$ cat config.mk
export PLATFORM = sky130hd
export DESIGN_NAME = capture_frequency_meter_core_flat
export DESIGN_NICKNAME = d
export VERILOG_FILES = /design/src/sv/cfm_pkg.sv /design/src/sv/cfm_capture_if.sv /design/src/sv/cfm_result_if.sv /design/src/sv/capture_frequency_meter_core.sv /design/src/sv/cfm_div.sv /design/src/flat_wrapper.sv
export SDC_FILE = /design/constraint.sdc
export NUM_CORES = 1
export LEC_CHECK = 0
export ABC_AREA = 1
export BUFFER_PORTS_ARGS = -buffer_cell sky130_fd_sc_hd__buf_2
export CAP_MARGIN = 10
export CORE_MARGIN = 2
export CORE_UTILIZATION = 45
export DETAILED_ROUTE_END_ITERATION = 6
export SYNTH_ARGS = -nofsm -noshare
export SYNTH_HDL_FRONTEND = slang
export SYNTH_SLANG_ARGS = --single-unit
$ cat constraint.sdc
create_clock -name i_clk -period 3.95 [get_ports i_clk]
set_clock_uncertainty 0.2 [all_clocks]
set_input_delay 0.5925 -clock i_clk [delete_from_list [all_inputs] [get_ports i_clk]]
set_output_delay 0.5925 -clock i_clk [all_outputs]
set_load 0.01 [all_outputs]
$ cat src/sv/cfm_pkg.sv
// ---------------------------------------------------------------------------
// cfm_pkg
// Shared widths, register indexes and divider handshake types for the
// capture frequency meter.
// ---------------------------------------------------------------------------
package cfm_pkg;

    // payload widths
    localparam int PERIOD_W   = 32;
    localparam int FREQ_W     = 16;
    localparam int SUM_W      = 24;
    localparam int COUNT_W    = 9;

    // batch length in averaging mode (1 to 256)
    localparam int SAMPLES    = 32;

    // configuration port
    localparam int CFG_IDX_W  = 1;
    localparam int CFG_DATA_W = 32;

    localparam logic [CFG_IDX_W-1:0] REG_SINGLE_MODE = CFG_IDX_W'(0);
    localparam logic [CFG_IDX_W-1:0] REG_REF_CLOCK   = CFG_IDX_W'(1);

    localparam logic [PERIOD_W-1:0] REF_CLOCK_RESET = PERIOD_W'(150000000);

    // event counter marks
    localparam logic [COUNT_W-1:0] COUNT_ONE  = COUNT_W'(1);
    localparam logic [COUNT_W-1:0] COUNT_TWO  = COUNT_W'(2);
    localparam logic [COUNT_W-1:0] COUNT_EMIT = COUNT_W'(SAMPLES + 1);

    localparam logic [FREQ_W-1:0] FREQ_MAX = '1;

    // divider sequencing
    localparam int DIV_STEPS = PERIOD_W;
    localparam int DIV_CNT_W = $clog2(DIV_STEPS + 1);

    typedef struct packed {
        logic                start;
        logic [PERIOD_W-1:0] dividend;
        logic [PERIOD_W-1:0] divisor;
    } t_div_req;

    typedef struct packed {
        logic                done;
        logic [PERIOD_W-1:0] quotient;
    } t_div_rsp;

endpackage

$ cat src/sv/cfm_capture_if.sv
// ---------------------------------------------------------------------------
// cfm_capture_if
// Valid/ready channel carrying one captured period count per beat.
// ---------------------------------------------------------------------------
interface cfm_capture_if;
    import cfm_pkg::*;

    logic                valid;
    logic                ready;
    logic [PERIOD_W-1:0] period_count;

    modport source (output valid, output period_count, input ready);
    modport sink   (input valid, input period_count, output ready);

endinterface

$ cat src/sv/cfm_result_if.sv
// ---------------------------------------------------------------------------
// cfm_result_if
// Valid/ready channel carrying one frequency result per beat.
// ---------------------------------------------------------------------------
interface cfm_result_if;
    import cfm_pkg::*;

    logic              valid;
    logic              ready;
    logic [FREQ_W-1:0] frequency_hz;
    logic              clamped;

    modport source (output valid, output frequency_hz, output clamped, input ready);
    modport sink   (input valid, input frequency_hz, input clamped, output ready);

endinterface

$ cat src/sv/capture_frequency_meter_core.sv
// ---------------------------------------------------------------------------
// capture_frequency_meter_core
// Reciprocal frequency meter: reference clock divided by captured period,
// saturated to 16 bits, reported alone or as a batch mean.
// ---------------------------------------------------------------------------
// usage
//   i_capture takes one period count per beat; o_result gives one frequency
//   and a clamp flag per finished pair (single mode) or batch (averaging).
//   the user writes registers over i_cfg_* only while the block is idle;
//   the block itself does not enforce this.
// sequencing
//   the first capture of a batch or pair only opens it; i_capture stays ready.
//   any other capture runs a 32-step shared divider, one quotient bit per cycle;
//   i_capture is ready again once the divide ends and any result beat is taken.
//   the batch mean is a shift of the running sum and needs no extra state.
// reset
//   synchronous active-low reset restores averaging mode, a 150 MHz
//   reference and an empty batch; no result is pending afterwards.
// stall
//   a pending result holds until taken; no capture is accepted meanwhile.
// ---------------------------------------------------------------------------
module capture_frequency_meter_core (
    input  logic                           i_clk,
    input  logic                           i_rst_n,
    input  logic                           i_cfg_we,
    input  logic [cfm_pkg::CFG_IDX_W-1:0]  i_cfg_idx,
    input  logic [cfm_pkg::CFG_DATA_W-1:0] i_cfg_data,
    cfm_capture_if.sink                    i_capture,
    cfm_result_if.source                   o_result
);
    import cfm_pkg::*;

    typedef enum logic [2:0] {
        S_IDLE = 3'b001,
        S_FREQ = 3'b010,
        S_OUT  = 3'b100
    } t_state;

    t_state              r_state, n_state;
    logic                r_single_mode;
    logic [PERIOD_W-1:0] r_ref_clk;
    logic [COUNT_W-1:0]  r_count, n_count;
    logic [SUM_W-1:0]    r_sum, n_sum;
    logic                r_clamp, n_clamp;
    logic [FREQ_W-1:0]   r_out_freq, n_out_freq;
    logic                r_out_clamp, n_out_clamp;

    t_div_req            w_div_req;
    t_div_rsp            w_div_rsp;
    logic [COUNT_W-1:0]  w_count_inc;
    logic [FREQ_W-1:0]   w_freq;
    logic                w_clip;
    logic [SUM_W-1:0]    w_sum_next;
    logic                w_in_beat;
    logic                w_out_beat;

    cfm_div u_div (
        .i_clk   (i_clk),
        .i_rst_n (i_rst_n),
        .i_req   (w_div_req),
        .o_rsp   (w_div_rsp)
    );

    assign w_in_beat   = i_capture.valid && i_capture.ready;
    assign w_out_beat  = o_result.valid && o_result.ready;
    assign w_count_inc = r_count + 1'b1;

    // saturate the quotient; a zero period gives an all-ones quotient
    always_comb begin
        w_clip     = |w_div_rsp.quotient[PERIOD_W-1:FREQ_W];
        w_freq     = w_clip ? FREQ_MAX : w_div_rsp.quotient[FREQ_W-1:0];
        w_sum_next = r_sum + SUM_W'(w_freq);
    end

    // sequencer
    always_comb begin
        n_state     = r_state;
        n_count     = r_count;
        n_sum       = r_sum;
        n_clamp     = r_clamp;
        n_out_freq  = r_out_freq;
        n_out_clamp = r_out_clamp;
        w_div_req.start    = 1'b0;
        w_div_req.dividend = r_ref_clk;
        w_div_req.divisor  = i_capture.period_count;

        unique case (r_state)
            S_IDLE: begin
                if (w_in_beat) begin
                    n_count = w_count_inc;
                    if (w_count_inc == COUNT_ONE) begin
                        // discarded capture opens a new batch or pair
                        n_sum   = '0;
                        n_clamp = 1'b0;
                    end else if (w_count_inc >= COUNT_TWO) begin
                        w_div_req.start = 1'b1;
                        n_state         = S_FREQ;
                    end
                end
            end
            S_FREQ: begin
                if (w_div_rsp.done) begin
                    if (r_single_mode) begin
                        n_out_freq  = w_freq;
                        n_out_clamp = w_clip;
                        n_count     = '0;
                        n_sum       = '0;
                        n_clamp     = 1'b0;
                        n_state     = S_OUT;
                    end else if (r_count >= COUNT_EMIT) begin
                        // batch complete: mean of the sum, power-of-two divide
                        n_out_freq  = FREQ_W'(w_sum_next / SUM_W'(SAMPLES));
                        n_out_clamp = r_clamp | w_clip;
                        n_count     = '0;
                        n_sum       = '0;
                        n_clamp     = 1'b0;
                        n_state     = S_OUT;
                    end else begin
                        n_sum   = w_sum_next;
                        n_clamp = r_clamp | w_clip;
                        n_state = S_IDLE;
                    end
                end
            end
            S_OUT: begin
                if (w_out_beat) begin
                    n_state = S_IDLE;
                end
            end
            default: begin
                n_state = S_IDLE;
            end
        endcase
    end

    // control state and configuration registers
    always_ff @(posedge i_clk) begin
        if (!i_rst_n) begin
            r_state       <= S_IDLE;
            r_single_mode <= 1'b0;
            r_ref_clk     <= REF_CLOCK_RESET;
            r_count       <= '0;
            r_sum         <= '0;
            r_clamp       <= 1'b0;
        end else begin
            r_state <= n_state;
            r_count <= n_count;
            r_sum   <= n_sum;
            r_clamp <= n_clamp;
            if (i_cfg_we) begin
                unique case (i_cfg_idx)
                    REG_SINGLE_MODE: r_single_mode <= i_cfg_data[0];
                    REG_REF_CLOCK:   r_ref_clk     <= i_cfg_data[PERIOD_W-1:0];
                    default: ;
                endcase
            end
        end
    end

    // result payload
    always_ff @(posedge i_clk) begin
        r_out_freq  <= n_out_freq;
        r_out_clamp <= n_out_clamp;
    end

    assign i_capture.ready       = (r_state == S_IDLE);
    assign o_result.valid        = (r_state == S_OUT);
    assign o_result.frequency_hz = r_out_freq;
    assign o_result.clamped      = r_out_clamp;

endmodule

$ cat src/sv/cfm_div.sv
// ---------------------------------------------------------------------------
// cfm_div
// Restoring unsigned divider, one quotient bit per cycle. A zero divisor
// yields an all-ones quotient.
// ---------------------------------------------------------------------------
module cfm_div (
    input  logic              i_clk,
    input  logic              i_rst_n,
    input  cfm_pkg::t_div_req i_req,
    output cfm_pkg::t_div_rsp o_rsp
);
    import cfm_pkg::*;

    logic                 r_busy;
    logic                 r_done;
    logic [DIV_CNT_W-1:0] r_cnt;
    logic [PERIOD_W-1:0]  r_rem;
    logic [PERIOD_W-1:0]  r_quo;
    logic [PERIOD_W-1:0]  r_dvs;

    logic [PERIOD_W:0]    w_shift;
    logic [PERIOD_W+1:0]  w_diff;
    logic                 w_fits;

    // trial subtract of the shifted partial remainder
    always_comb begin
        w_shift = {r_rem, r_quo[PERIOD_W-1]};
        w_diff  = {1'b0, w_shift} - {2'b00, r_dvs};
        w_fits  = ~w_diff[PERIOD_W+1];
    end

    // step counter and done pulse
    always_ff @(posedge i_clk) begin
        if (!i_rst_n) begin
            r_busy <= 1'b0;
            r_done <= 1'b0;
            r_cnt  <= '0;
        end else begin
            r_done <= 1'b0;
            if (i_req.start && !r_busy) begin
                r_busy <= 1'b1;
                r_cnt  <= DIV_CNT_W'(DIV_STEPS);
            end else if (r_busy) begin
                r_cnt <= r_cnt - 1'b1;
                if (r_cnt == DIV_CNT_W'(1)) begin
                    r_busy <= 1'b0;
                    r_done <= 1'b1;
                end
            end
        end
    end

    // remainder and quotient shift registers
    always_ff @(posedge i_clk) begin
        if (i_req.start && !r_busy) begin
            r_rem <= '0;
            r_quo <= i_req.dividend;
            r_dvs <= i_req.divisor;
        end else if (r_busy) begin
            r_rem <= w_fits ? w_diff[PERIOD_W-1:0] : w_shift[PERIOD_W-1:0];
            r_quo <= {r_quo[PERIOD_W-2:0], w_fits};
        end
    end

    assign o_rsp.done     = r_done;
    assign o_rsp.quotient = r_quo;

endmodule

$ cat src/flat_wrapper.sv
// flat-port wrapper written by rule: the top's interface ports become plain ports
module capture_frequency_meter_core_flat import cfm_pkg::*;
  (i_clk, i_rst_n, i_cfg_we, i_cfg_idx, i_cfg_data, i_capture_valid, i_capture_period_count, i_capture_ready, o_result_valid, o_result_frequency_hz, o_result_clamped, o_result_ready);
  cfm_capture_if i_capture_i ();
  cfm_result_if o_result_i ();
  input  logic i_clk;
  input  logic i_rst_n;
  input  logic i_cfg_we;
  input  logic [cfm_pkg::CFG_IDX_W-1:0] i_cfg_idx;
  input  logic [cfm_pkg::CFG_DATA_W-1:0] i_cfg_data;
  input wire logic [$bits(i_capture_i.valid)-1:0] i_capture_valid;
  input wire logic [$bits(i_capture_i.period_count)-1:0] i_capture_period_count;
  output wire logic [$bits(i_capture_i.ready)-1:0] i_capture_ready;
  output wire logic [$bits(o_result_i.valid)-1:0] o_result_valid;
  output wire logic [$bits(o_result_i.frequency_hz)-1:0] o_result_frequency_hz;
  output wire logic [$bits(o_result_i.clamped)-1:0] o_result_clamped;
  input wire logic [$bits(o_result_i.ready)-1:0] o_result_ready;
  assign i_capture_i.valid = i_capture_valid;
  assign i_capture_i.period_count = i_capture_period_count;
  assign i_capture_ready = i_capture_i.ready;
  assign o_result_valid = o_result_i.valid;
  assign o_result_frequency_hz = o_result_i.frequency_hz;
  assign o_result_clamped = o_result_i.clamped;
  assign o_result_i.ready = o_result_ready;
  capture_frequency_meter_core u_core (.i_clk(i_clk), .i_rst_n(i_rst_n), .i_cfg_we(i_cfg_we), .i_cfg_idx(i_cfg_idx), .i_cfg_data(i_cfg_data), .i_capture(i_capture_i), .o_result(o_result_i));
endmodule
==> metrics.log, run 1 <==
[metrics] Avg Synthesized Cell Area: between 6 and 7 um^2
[metrics] post-synth net total: 1,796
[metrics] clk sinks: 188
[metrics] leading cell type in the layout, fill and taps excluded: sky130_fd_sc_hd__nand2_1
[metrics] worst supply voltage drop on vdd: 0.271 mV
[metrics] post-synthesis instance area: 0.0115 mm^2
[metrics] largest stage delay on the critical path: approximately 0.42 ns
[metrics] starting density of the core: 45.7%
[metrics] synthesized instance count: ~1,700
[metrics] GRT Util Overall: between 20% and 30%
[metrics] Detailed Place HPWL: between 20,000 and 25,000 um
[metrics] number of warnings reported in the yosys synthesis log: 0
[metrics] post-cts resize count: 0
[metrics] final layout net count: 1,866
[metrics] initial antenna violation count: 2
[metrics] number of I/O port buffers: 88
[metrics] most area-consuming cells after synthesis: sky130_fd_sc_hd__edfxtp_1, sky130_fd_sc_hd__dfxtp_1, sky130_fd_sc_hd__nand2_1
[metrics] Ports: 89
[metrics] type of element launching the critical path: register
[metrics] Routed WL per cell: 14.2 um
[metrics] kind of critical path: register to register
[metrics] number of distinct library cells after synthesis: 36
[metrics] crit-path most repeated cell: sky130_fd_sc_hd__nand2_1
[metrics] R2R depth: 17
[metrics] Total Routed Length: 29,700 um
[metrics] pin count of the biggest net entering global routing: 48
[metrics] Area growth syn-to-layout: 12.0%
[metrics] number of storage elements in the synthesis netlist: 188
[metrics] area of the core: around 0.025 mm^2
[metrics] cts bufs inserted: 17
[metrics] post-synth top area cell: sky130_fd_sc_hd__edfxtp_1
[metrics] number of design-rule violations left by the first detailed-router iteration: 725
[metrics] Synth async-reset ratio: 0%
[metrics] setup bufs post-CTS: 0
[metrics] DR pass1 iterations: 5
[metrics] RD Place Congestion: 0.898
[metrics] post-DR vias/cell: ~5
[metrics] total number of H-tree levels: 4
[metrics] full die area: 0.0268 mm^2
[metrics] via count of the first global-routing pass: 9,844
[metrics] fraction of post-synthesis cell area in the top cell type by area: 21.2%
[metrics] CP Data Arrival Time: about 3.4 ns
[metrics] most frequent cells in the layout: sky130_fd_sc_hd__nand2_1, sky130_fd_sc_hd__inv_1, sky130_fd_sc_hd__nor2_1
[metrics] clock latency at the later pin of the worst-skew pair: 0.46 ns
[metrics] DRC violations left: 0
[metrics] chip width: 164 um
[metrics] vias: 10,500
[metrics] most used flip-flop cell after synthesis: sky130_fd_sc_hd__dfxtp_1
[metrics] final worst hold slack: 0.108 ns
[metrics] number of slew-limit violations in the final report: 0
[metrics] CTS max path bufs: 2
[metrics] ANT nets after route: 0
[metrics] max capacitance violation total: 0
[metrics] first-pass GRT wire length: 48,500 um
[metrics] run status: completed
[metrics] Die Y-Extent: 164 um
[metrics] count of hold-fix buffers inserted at cts: 0
[metrics] proportion of synthesized chip area in sequential cells: 39.8%
[metrics] power per standard cell area: 518 mW/mm^2
[metrics] cells traversed along the worst timing path: inv_1, nand4_1, nor2_1, nand2_1, clkinv_1, nand2_1, ha_1, fa_1, nand3_1, nand2_1, nand2_1, nand3_1, nand2_1, nand2_1, xor2_1, nand2_1, nand2_1
[metrics] type of destination of the critical path: register
[metrics] Static Leak: 6.34 nW
[metrics] CP required: 3.95 ns
[metrics] final hold violation count: 0
[metrics] worst hold path depth: 1
[metrics] share of the clock period used by the worst path after layout: 85.4%
[metrics] filler cell count in the final layout: 2,642
[metrics] Row Count: 58
[metrics] setup_tns: 0 ns
[metrics] CP max stage cell: sky130_fd_sc_hd__fa_1
[metrics] final global-route overflow total: 0
[metrics] clock period minus worst slack: 3.37 ns
[metrics] slew at the pin with the worst max-slew slack: 1.00 ns
[metrics] clock slew at the register clock pins of the worst setup and hold paths: around 0.090 ns
[metrics] RSZ-0062 raised after global routing: false
[metrics] share of layout cells above drive strength 1: 8.56%
[metrics] final setup fails: 0
[metrics] number of flops mapped to enable cells by yosys: 81
[metrics] CTS tree: yes
[metrics] highest achievable clock rate: 296 MHz
[metrics] clock tree root buffer cell: sky130_fd_sc_hd__clkbuf_16
[metrics] max_slew headroom: around 33%
[metrics] worst hold path type: input pin to register
[metrics] crit-path max FO: 19
==> flip-flops by register name, summed over array words and instances, names as in the netlist, 6 cells and up <==
register / flops
u_core.r_sum: 21
u_core.r_ref_clk: 32
u_core.r_count: 9
u_core.o_result.frequency_hz: 16
u_core.u_div.r_rem: 32
u_core.u_div.r_cnt: 6
u_core.u_div.r_quo: 32
u_core.u_div.r_dvs: 32
==> cells by family (layout without fill, tap and decap cells) <==
logic type	count (synthesis)	in the layout	share of synthesized area (%)
AND/OR/NAND/NOR	898	898	32.6
other	0	1	0
XOR/XNOR	28	28	2.14
adder cells (fa/ha/maj)	57	57	6.34
AO/OA/AOI/OAI	169	169	7.75
flip-flops	188	188	39.8
buffers and inverters	329	412	11.3
==> layout make-up <==
cell class / instances / area [um^2] / area share [%]
clock buffers: 17 / 425 / 3.31
well taps: 330 / 413 / 3.21
repair buffers: 100 / 543 / 4.22
flip-flops and latches: 188 / 4570 / 35.6
inverters: 280 / 1050 / 8.17
multi-input cells: 1152 / 5610 / 43.6
clock inverters: 15 / 240 / 1.87
diodes: 1 / 2.50 / 0.0195
==> worst paths after layout <==
kind / startpoint / end / slack (ns)
worst min register to register: u_core.r_ref_clk[8]$_SDFFE_PN1P_ / u_core.r_ref_clk[8]$_SDFFE_PN1P_ / 0.28
worst max register to register: u_core.u_div.r_quo[19]$_DFFE_PP_ / u_core.o_result.frequency_hz[11]$_DFFE_PP_ / 0.58
worst max-delay path: u_core.u_div.r_quo[19]$_DFFE_PP_ / u_core.o_result.frequency_hz[11]$_DFFE_PP_ / 0.58
worst min-delay path: i_capture_period_count[12] / u_core.u_div.r_dvs[12]$_DFFE_PP_ / 0.11
==> worst max-delay path, delay by kind of cell (launching register included) <==
kind	cells	cell delay, ns
xor+xnor	1	0.17
flops	1	0.38
fa+ha+maj	2	0.68
buf+inv	2	0.42
simple gates	12	1.27
==> cells in the mapped netlist (2+ instances only) <==
| library cell | n |
|---|---|
| sky130_fd_sc_hd__nor3_1 | 6 |
| sky130_fd_sc_hd__inv_2 | 2 |
| sky130_fd_sc_hd__a22oi_1 | 3 |
| sky130_fd_sc_hd__o21bai_1 | 7 |
| sky130_fd_sc_hd__a21oi_1 | 67 |
| sky130_fd_sc_hd__nand3b_1 | 3 |
| sky130_fd_sc_hd__nand3_1 | 137 |
| sky130_fd_sc_hd__o21ai_1 | 32 |
| sky130_fd_sc_hd__dfxtp_1 | 107 |
| sky130_fd_sc_hd__nor2_2 | 4 |
| sky130_fd_sc_hd__buf_6 | 4 |
| sky130_fd_sc_hd__fa_1 | 2 |
| sky130_fd_sc_hd__clkinv_1 | 4 |
| sky130_fd_sc_hd__xor2_1 | 14 |
| sky130_fd_sc_hd__nand2_1 | 516 |
| sky130_fd_sc_hd__nand2_2 | 6 |
| sky130_fd_sc_hd__a31oi_1 | 10 |
| sky130_fd_sc_hd__nand4_1 | 52 |
| sky130_fd_sc_hd__ha_1 | 55 |
| sky130_fd_sc_hd__buf_4 | 7 |
| sky130_fd_sc_hd__inv_1 | 274 |
| sky130_fd_sc_hd__nor2_1 | 167 |
| sky130_fd_sc_hd__xnor2_1 | 14 |
| sky130_fd_sc_hd__buf_2 | 6 |
| sky130_fd_sc_hd__o21ai_0 | 48 |
| sky130_fd_sc_hd__buf_1 | 2 |
| sky130_fd_sc_hd__clkbuf_1 | 30 |
| sky130_fd_sc_hd__nand3_2 | 2 |
| sky130_fd_sc_hd__edfxtp_1 | 81 |
==> routing by layer <==
| metal | global-route usage, % | routed length, um | up-vias |
|---|---|---|---|
| li1 | - | - | 5448 |
| met1 | 29.6 | 13600 | 4763 |
| met2 | 39.3 | 14200 | 222 |
| met3 | 3.96 | 1300 | 39 |
| met4 | 5.82 | 473 | 2 |
| met5 | 0 | 16 | - |
==> where the power goes <==
part	internal [W]	switching [W]	total [W]
combinational	0.000783	0.00151	0.00229
clock	0.000920	0.000997	0.00192
sequential	0.00232	0.000123	0.00245
total	0.00403	0.00263	0.00666
==> stage by stage <==
stage | instances | util (%) | setup slack [ns] | area (um^2) | total power (W)
floorplan | 1669 | - | 0.914 | 11500 | 0.00422
global placement | 2050 | 48.6 | 0.675 | 12200 | 0.00475
detailed placement | 2050 | 48.6 | 0.591 | 12200 | 0.00477
CTS | 2082 | 51.2 | 0.555 | 12900 | 0.00671
global route | 2082 | 51.2 | 0.261 | 12900 | 0.00714
finish | 2083 | 51.2 | 0.576 | 12900 | 0.00666
No activity file was read; power rests on OpenSTA's default activity.
==> run 2, diff against run 1 <==
--- a/config.mk
+++ b/config.mk
@@ -10,7 +10,9 @@
 export CAP_MARGIN = 10
 export CORE_MARGIN = 2
 export CORE_UTILIZATION = 45
+export CTS_CLUSTER_SIZE = 14
 export DETAILED_ROUTE_END_ITERATION = 6
+export PLACE_DENSITY = 0.65
 export SYNTH_ARGS = -nofsm -noshare
 export SYNTH_HDL_FRONTEND = slang
 export SYNTH_SLANG_ARGS = --single-unit
==> constraint.sdc (replaced) <==
create_clock -name i_clk -period 2.82 [get_ports i_clk]
set_clock_uncertainty 0.2 [all_clocks]
set_input_delay 0.423 -clock i_clk [delete_from_list [all_inputs] [get_ports i_clk]]
set_output_delay 0.423 -clock i_clk [all_outputs]
set_load 0.01 [all_outputs]
==> run 2 against run 1 <==
Power grew 40%. Non-clock buffer count up 109. Critical path depth up 2. Worst setup slack worse by 0.57 ns. Via count increased by 5.5%. Global-route usage increased by 1.5 points. Count of clock-buffer cells in the layout did not move. Clock power rose by 30%. Highest routed layer is now met4.
==> metrics.log, run 2 (synthesis gave the netlist of run 1 again) <==
[metrics] RD Place Congestion: 0.946 (was 0.898)
[metrics] Ports: 89 (unchanged)
[metrics] Row Count: 58 (unchanged)
[metrics] chip width: 164 um (unchanged)
[metrics] number of I/O port buffers: 88 (unchanged)
[metrics] DRC violations left: 0 (unchanged)
[metrics] starting density of the core: 45.7% (unchanged)
[metrics] full die area: 0.0268 mm^2 (unchanged)
[metrics] family with the most delay on the worst path: simple AND/OR/NAND/NOR gates (unchanged)
[metrics] setup ws final: 0.00938 ns (was 0.576 ns)
[metrics] Static Leak: 6.96 nW (was 6.34 nW)
[metrics] CTS max path bufs: 2 (unchanged)
[metrics] clock latency at the later pin of the worst-skew pair: 0.45 ns (was 0.46 ns)
[metrics] max capacitance violation total: 0 (unchanged)
[metrics] total number of H-tree levels: 4 (unchanged)
[metrics] CP required: 2.99 ns (was 3.95 ns)
[metrics] slew at the pin with the worst max-slew slack: 1.01 ns (was 1.00 ns)
[metrics] CP Data Arrival Time: 2.99 ns (was 3.38 ns)
[metrics] cts bufs inserted: 17 (unchanged)
[metrics] CTS tree: yes (unchanged)
[metrics] run status: completed (unchanged)
[metrics] via count of the first global-routing pass: 10,500 (was 9,844)
[metrics] Die Y-Extent: 164 um (unchanged)
[metrics] largest stage delay on the critical path: 0.40 ns (was 0.42 ns)
[metrics] GRT Util Overall: 24.3% (was 22.8%)
[metrics] final design instance area without fill: 0.0144 mm^2 (was 0.0129 mm^2)
[metrics] clock period minus worst slack: 2.81 ns (was 3.37 ns)
[metrics] Area growth syn-to-layout: 25.5% (was 12.0%)
[metrics] final hold violation count: 0 (unchanged)
[metrics] number of design-rule violations left by the first detailed-router iteration: 926 (was 725)
[metrics] post-route total power: 0.00932 W (was 0.00666 W)
[metrics] crit-path max FO: 9 (was 19)
[metrics] final worst hold slack: 0.0151 ns (was 0.108 ns)
[metrics] setup_tns: 0 ns (unchanged)
[metrics] DR pass1 iterations: 5 (unchanged)
[metrics] Detailed Place HPWL: 23,000 um (was 21,700 um)
[metrics] type of destination of the critical path: register (unchanged)
[metrics] vias: 11,000 (was 10,500)
[metrics] leading cell type in the layout, fill and taps excluded: sky130_fd_sc_hd__nand2_1 (unchanged)
[metrics] Setup Slack @ Placement: -0.0979 ns (was 0.591 ns)
[metrics] Total Routed Length: 32,300 um (was 29,700 um)
[metrics] Routed WL per cell: 14.7 um (was 14.2 um)
[metrics] RSZ-0062 raised after global routing: true (was false)
[metrics] clock slew at the register clock pins of the worst setup and hold paths: 0.08 ns (was 0.09 ns)
[metrics] kind of critical path: register to register (unchanged)
[metrics] final setup fails: 0 (unchanged)
[metrics] clk sinks: 188 (unchanged)
[metrics] initial antenna violation count: 1 (was 2)
[metrics] type of element launching the critical path: register (unchanged)
[metrics] post-DR vias/cell: 5.04 (was 5.03)
[metrics] area of the core: 0.0251 mm^2 (unchanged)
[metrics] filler cell count in the final layout: 2,416 (was 2,642)
[metrics] worst hold path type: input pin to register (unchanged)
[metrics] placed instance area: 0.0127 mm^2 (was 0.0122 mm^2)
[metrics] final global-route overflow total: 0 (unchanged)
[metrics] first-pass GRT wire length: 51,800 um (was 48,500 um)
[metrics] most frequent cells in the layout: sky130_fd_sc_hd__nand2_1, sky130_fd_sc_hd__inv_1, sky130_fd_sc_hd__nor2_1 (unchanged)
[metrics] pin count of the biggest net entering global routing: 53 (was 48)
[metrics] ANT nets after route: 0 (unchanged)
[metrics] number of slew-limit violations in the final report: 0 (unchanged)
[metrics] share of layout cells above drive strength 1: 17.8% (was 8.56%)
[metrics] final layout net count: 1,975 (was 1,866)
[metrics] cells traversed along the worst timing path: inv_2, nand4_1, nor2_2, nand2_4, clkinv_4, buf_12, nand2_2, ha_4, nand2_2, inv_1, nand2_2, nand2_1, nand2_1, nand2_1, nor2_2, xnor2_2, buf_4, nand2_1, a21oi_1 (was inv_1, nand4_1, nor2_1, nand2_1, clkinv_1, nand2_1, ha_1, fa_1, nand3_1, nand2_1, nand2_1, nand3_1, nand2_1, nand2_1, xor2_1, nand2_1, nand2_1)
[metrics] clock tree root buffer cell: sky130_fd_sc_hd__clkbuf_16 (unchanged)
[metrics] highest achievable clock rate: 356 MHz (was 296 MHz)
[metrics] max_slew headroom: 32.3% (was 33.3%)
[metrics] CP max stage cell: sky130_fd_sc_hd__edfxtp_1 (was sky130_fd_sc_hd__fa_1)
[metrics] power per standard cell area: 647 mW/mm^2 (was 518 mW/mm^2)
[metrics] buffers and inverters on the worst path: 5 (was 2)
[metrics] crit-path most repeated cell: sky130_fd_sc_hd__nand2_1 (unchanged)
[metrics] worst supply voltage drop on vdd: 0.422 mV (was 0.271 mV)
[metrics] share of the clock period used by the worst path after layout: 99.7% (was 85.4%)
run 2: cell count changes in the layout (fill, tap and decap cells not counted), sizes merged:
cell,delta
clkinv,+5
clkinvlp,+2
buf,+69
inv,-7
dlygate4sd3,+40
run 2: tightest hold or removal path, cell delays in order:
cell                      delay [ns]
sky130_fd_sc_hd__buf_2          0.08
sky130_fd_sc_hd__nand2_1        0.06
sky130_fd_sc_hd__nand3_1        0.06
run 2: per-layer routing:
layer  routed length [um]  vias to the layer above  GRT usage, %
met2                15700                      270          42.3
met5                    0                        -             0
met4                  812                        0          7.30
met1                14400                     5065          31.3
li1                     -                     5652             -
met3                 1310                       58          3.46
run 2: layout make-up:
class	instances	area [um^2]	area share, %
clock buffers	17	425	2.95
repair buffers	209	1520	10.6
inverters	280	1060	7.33
clock inverters	15	195	1.35
well taps	330	413	2.86
diodes	1	2.50	0.0174
flip-flops and latches	188	4570	31.7
multi-input cells	1152	6230	43.2
run 2: repair_timing:
action	CTS	global route
setup endpoints to repair	17	33
endpoints found under the hold margin	40	0
hold buffers	40	0
pin swaps	10	34
setup buffers	5	8
resized for setup	34	103
run 2: metrics by stage:
stage / utilization (%) / instances
finish: 57.4 / 2192
global route: 57.4 / 2192
CTS: 55.5 / 2183
detailed placement: 50.5 / 2106
global placement: 50.5 / 2106
floorplan: - / 1669
run 2: report_power, final:
part           leakage, nW  total, W  switching, W  internal, W
combinational         5.04   0.00340       0.00216      0.00124
sequential            1.63   0.00344      0.000182      0.00326
clock                0.293   0.00249       0.00127      0.00122
total                 6.96   0.00932       0.00362      0.00571
run 2: path summary, 6_finish.rpt:
| path | startpoint | end | slack, ns | cells after the start |
|---|---|---|---|---|
| hold reg to reg | u_core.r_ref_clk[23]$_SDFFE_PN1P_ | u_core.r_ref_clk[23]$_SDFFE_PN1P_ | 0.28 | 2 |
| setup reg to reg | u_core.u_div.r_quo[23]$_DFFE_PP_ | u_core.r_sum[12]$_SDFFE_PN0P_ | 0.009 | 19 |
| hold / removal | i_cfg_data[14] | u_core.r_ref_clk[14]$_SDFFE_PN1P_ | 0.02 | 3 |
| setup / recovery | u_core.u_div.r_quo[23]$_DFFE_PP_ | u_core.r_sum[12]$_SDFFE_PN0P_ | 0.009 | 19 |
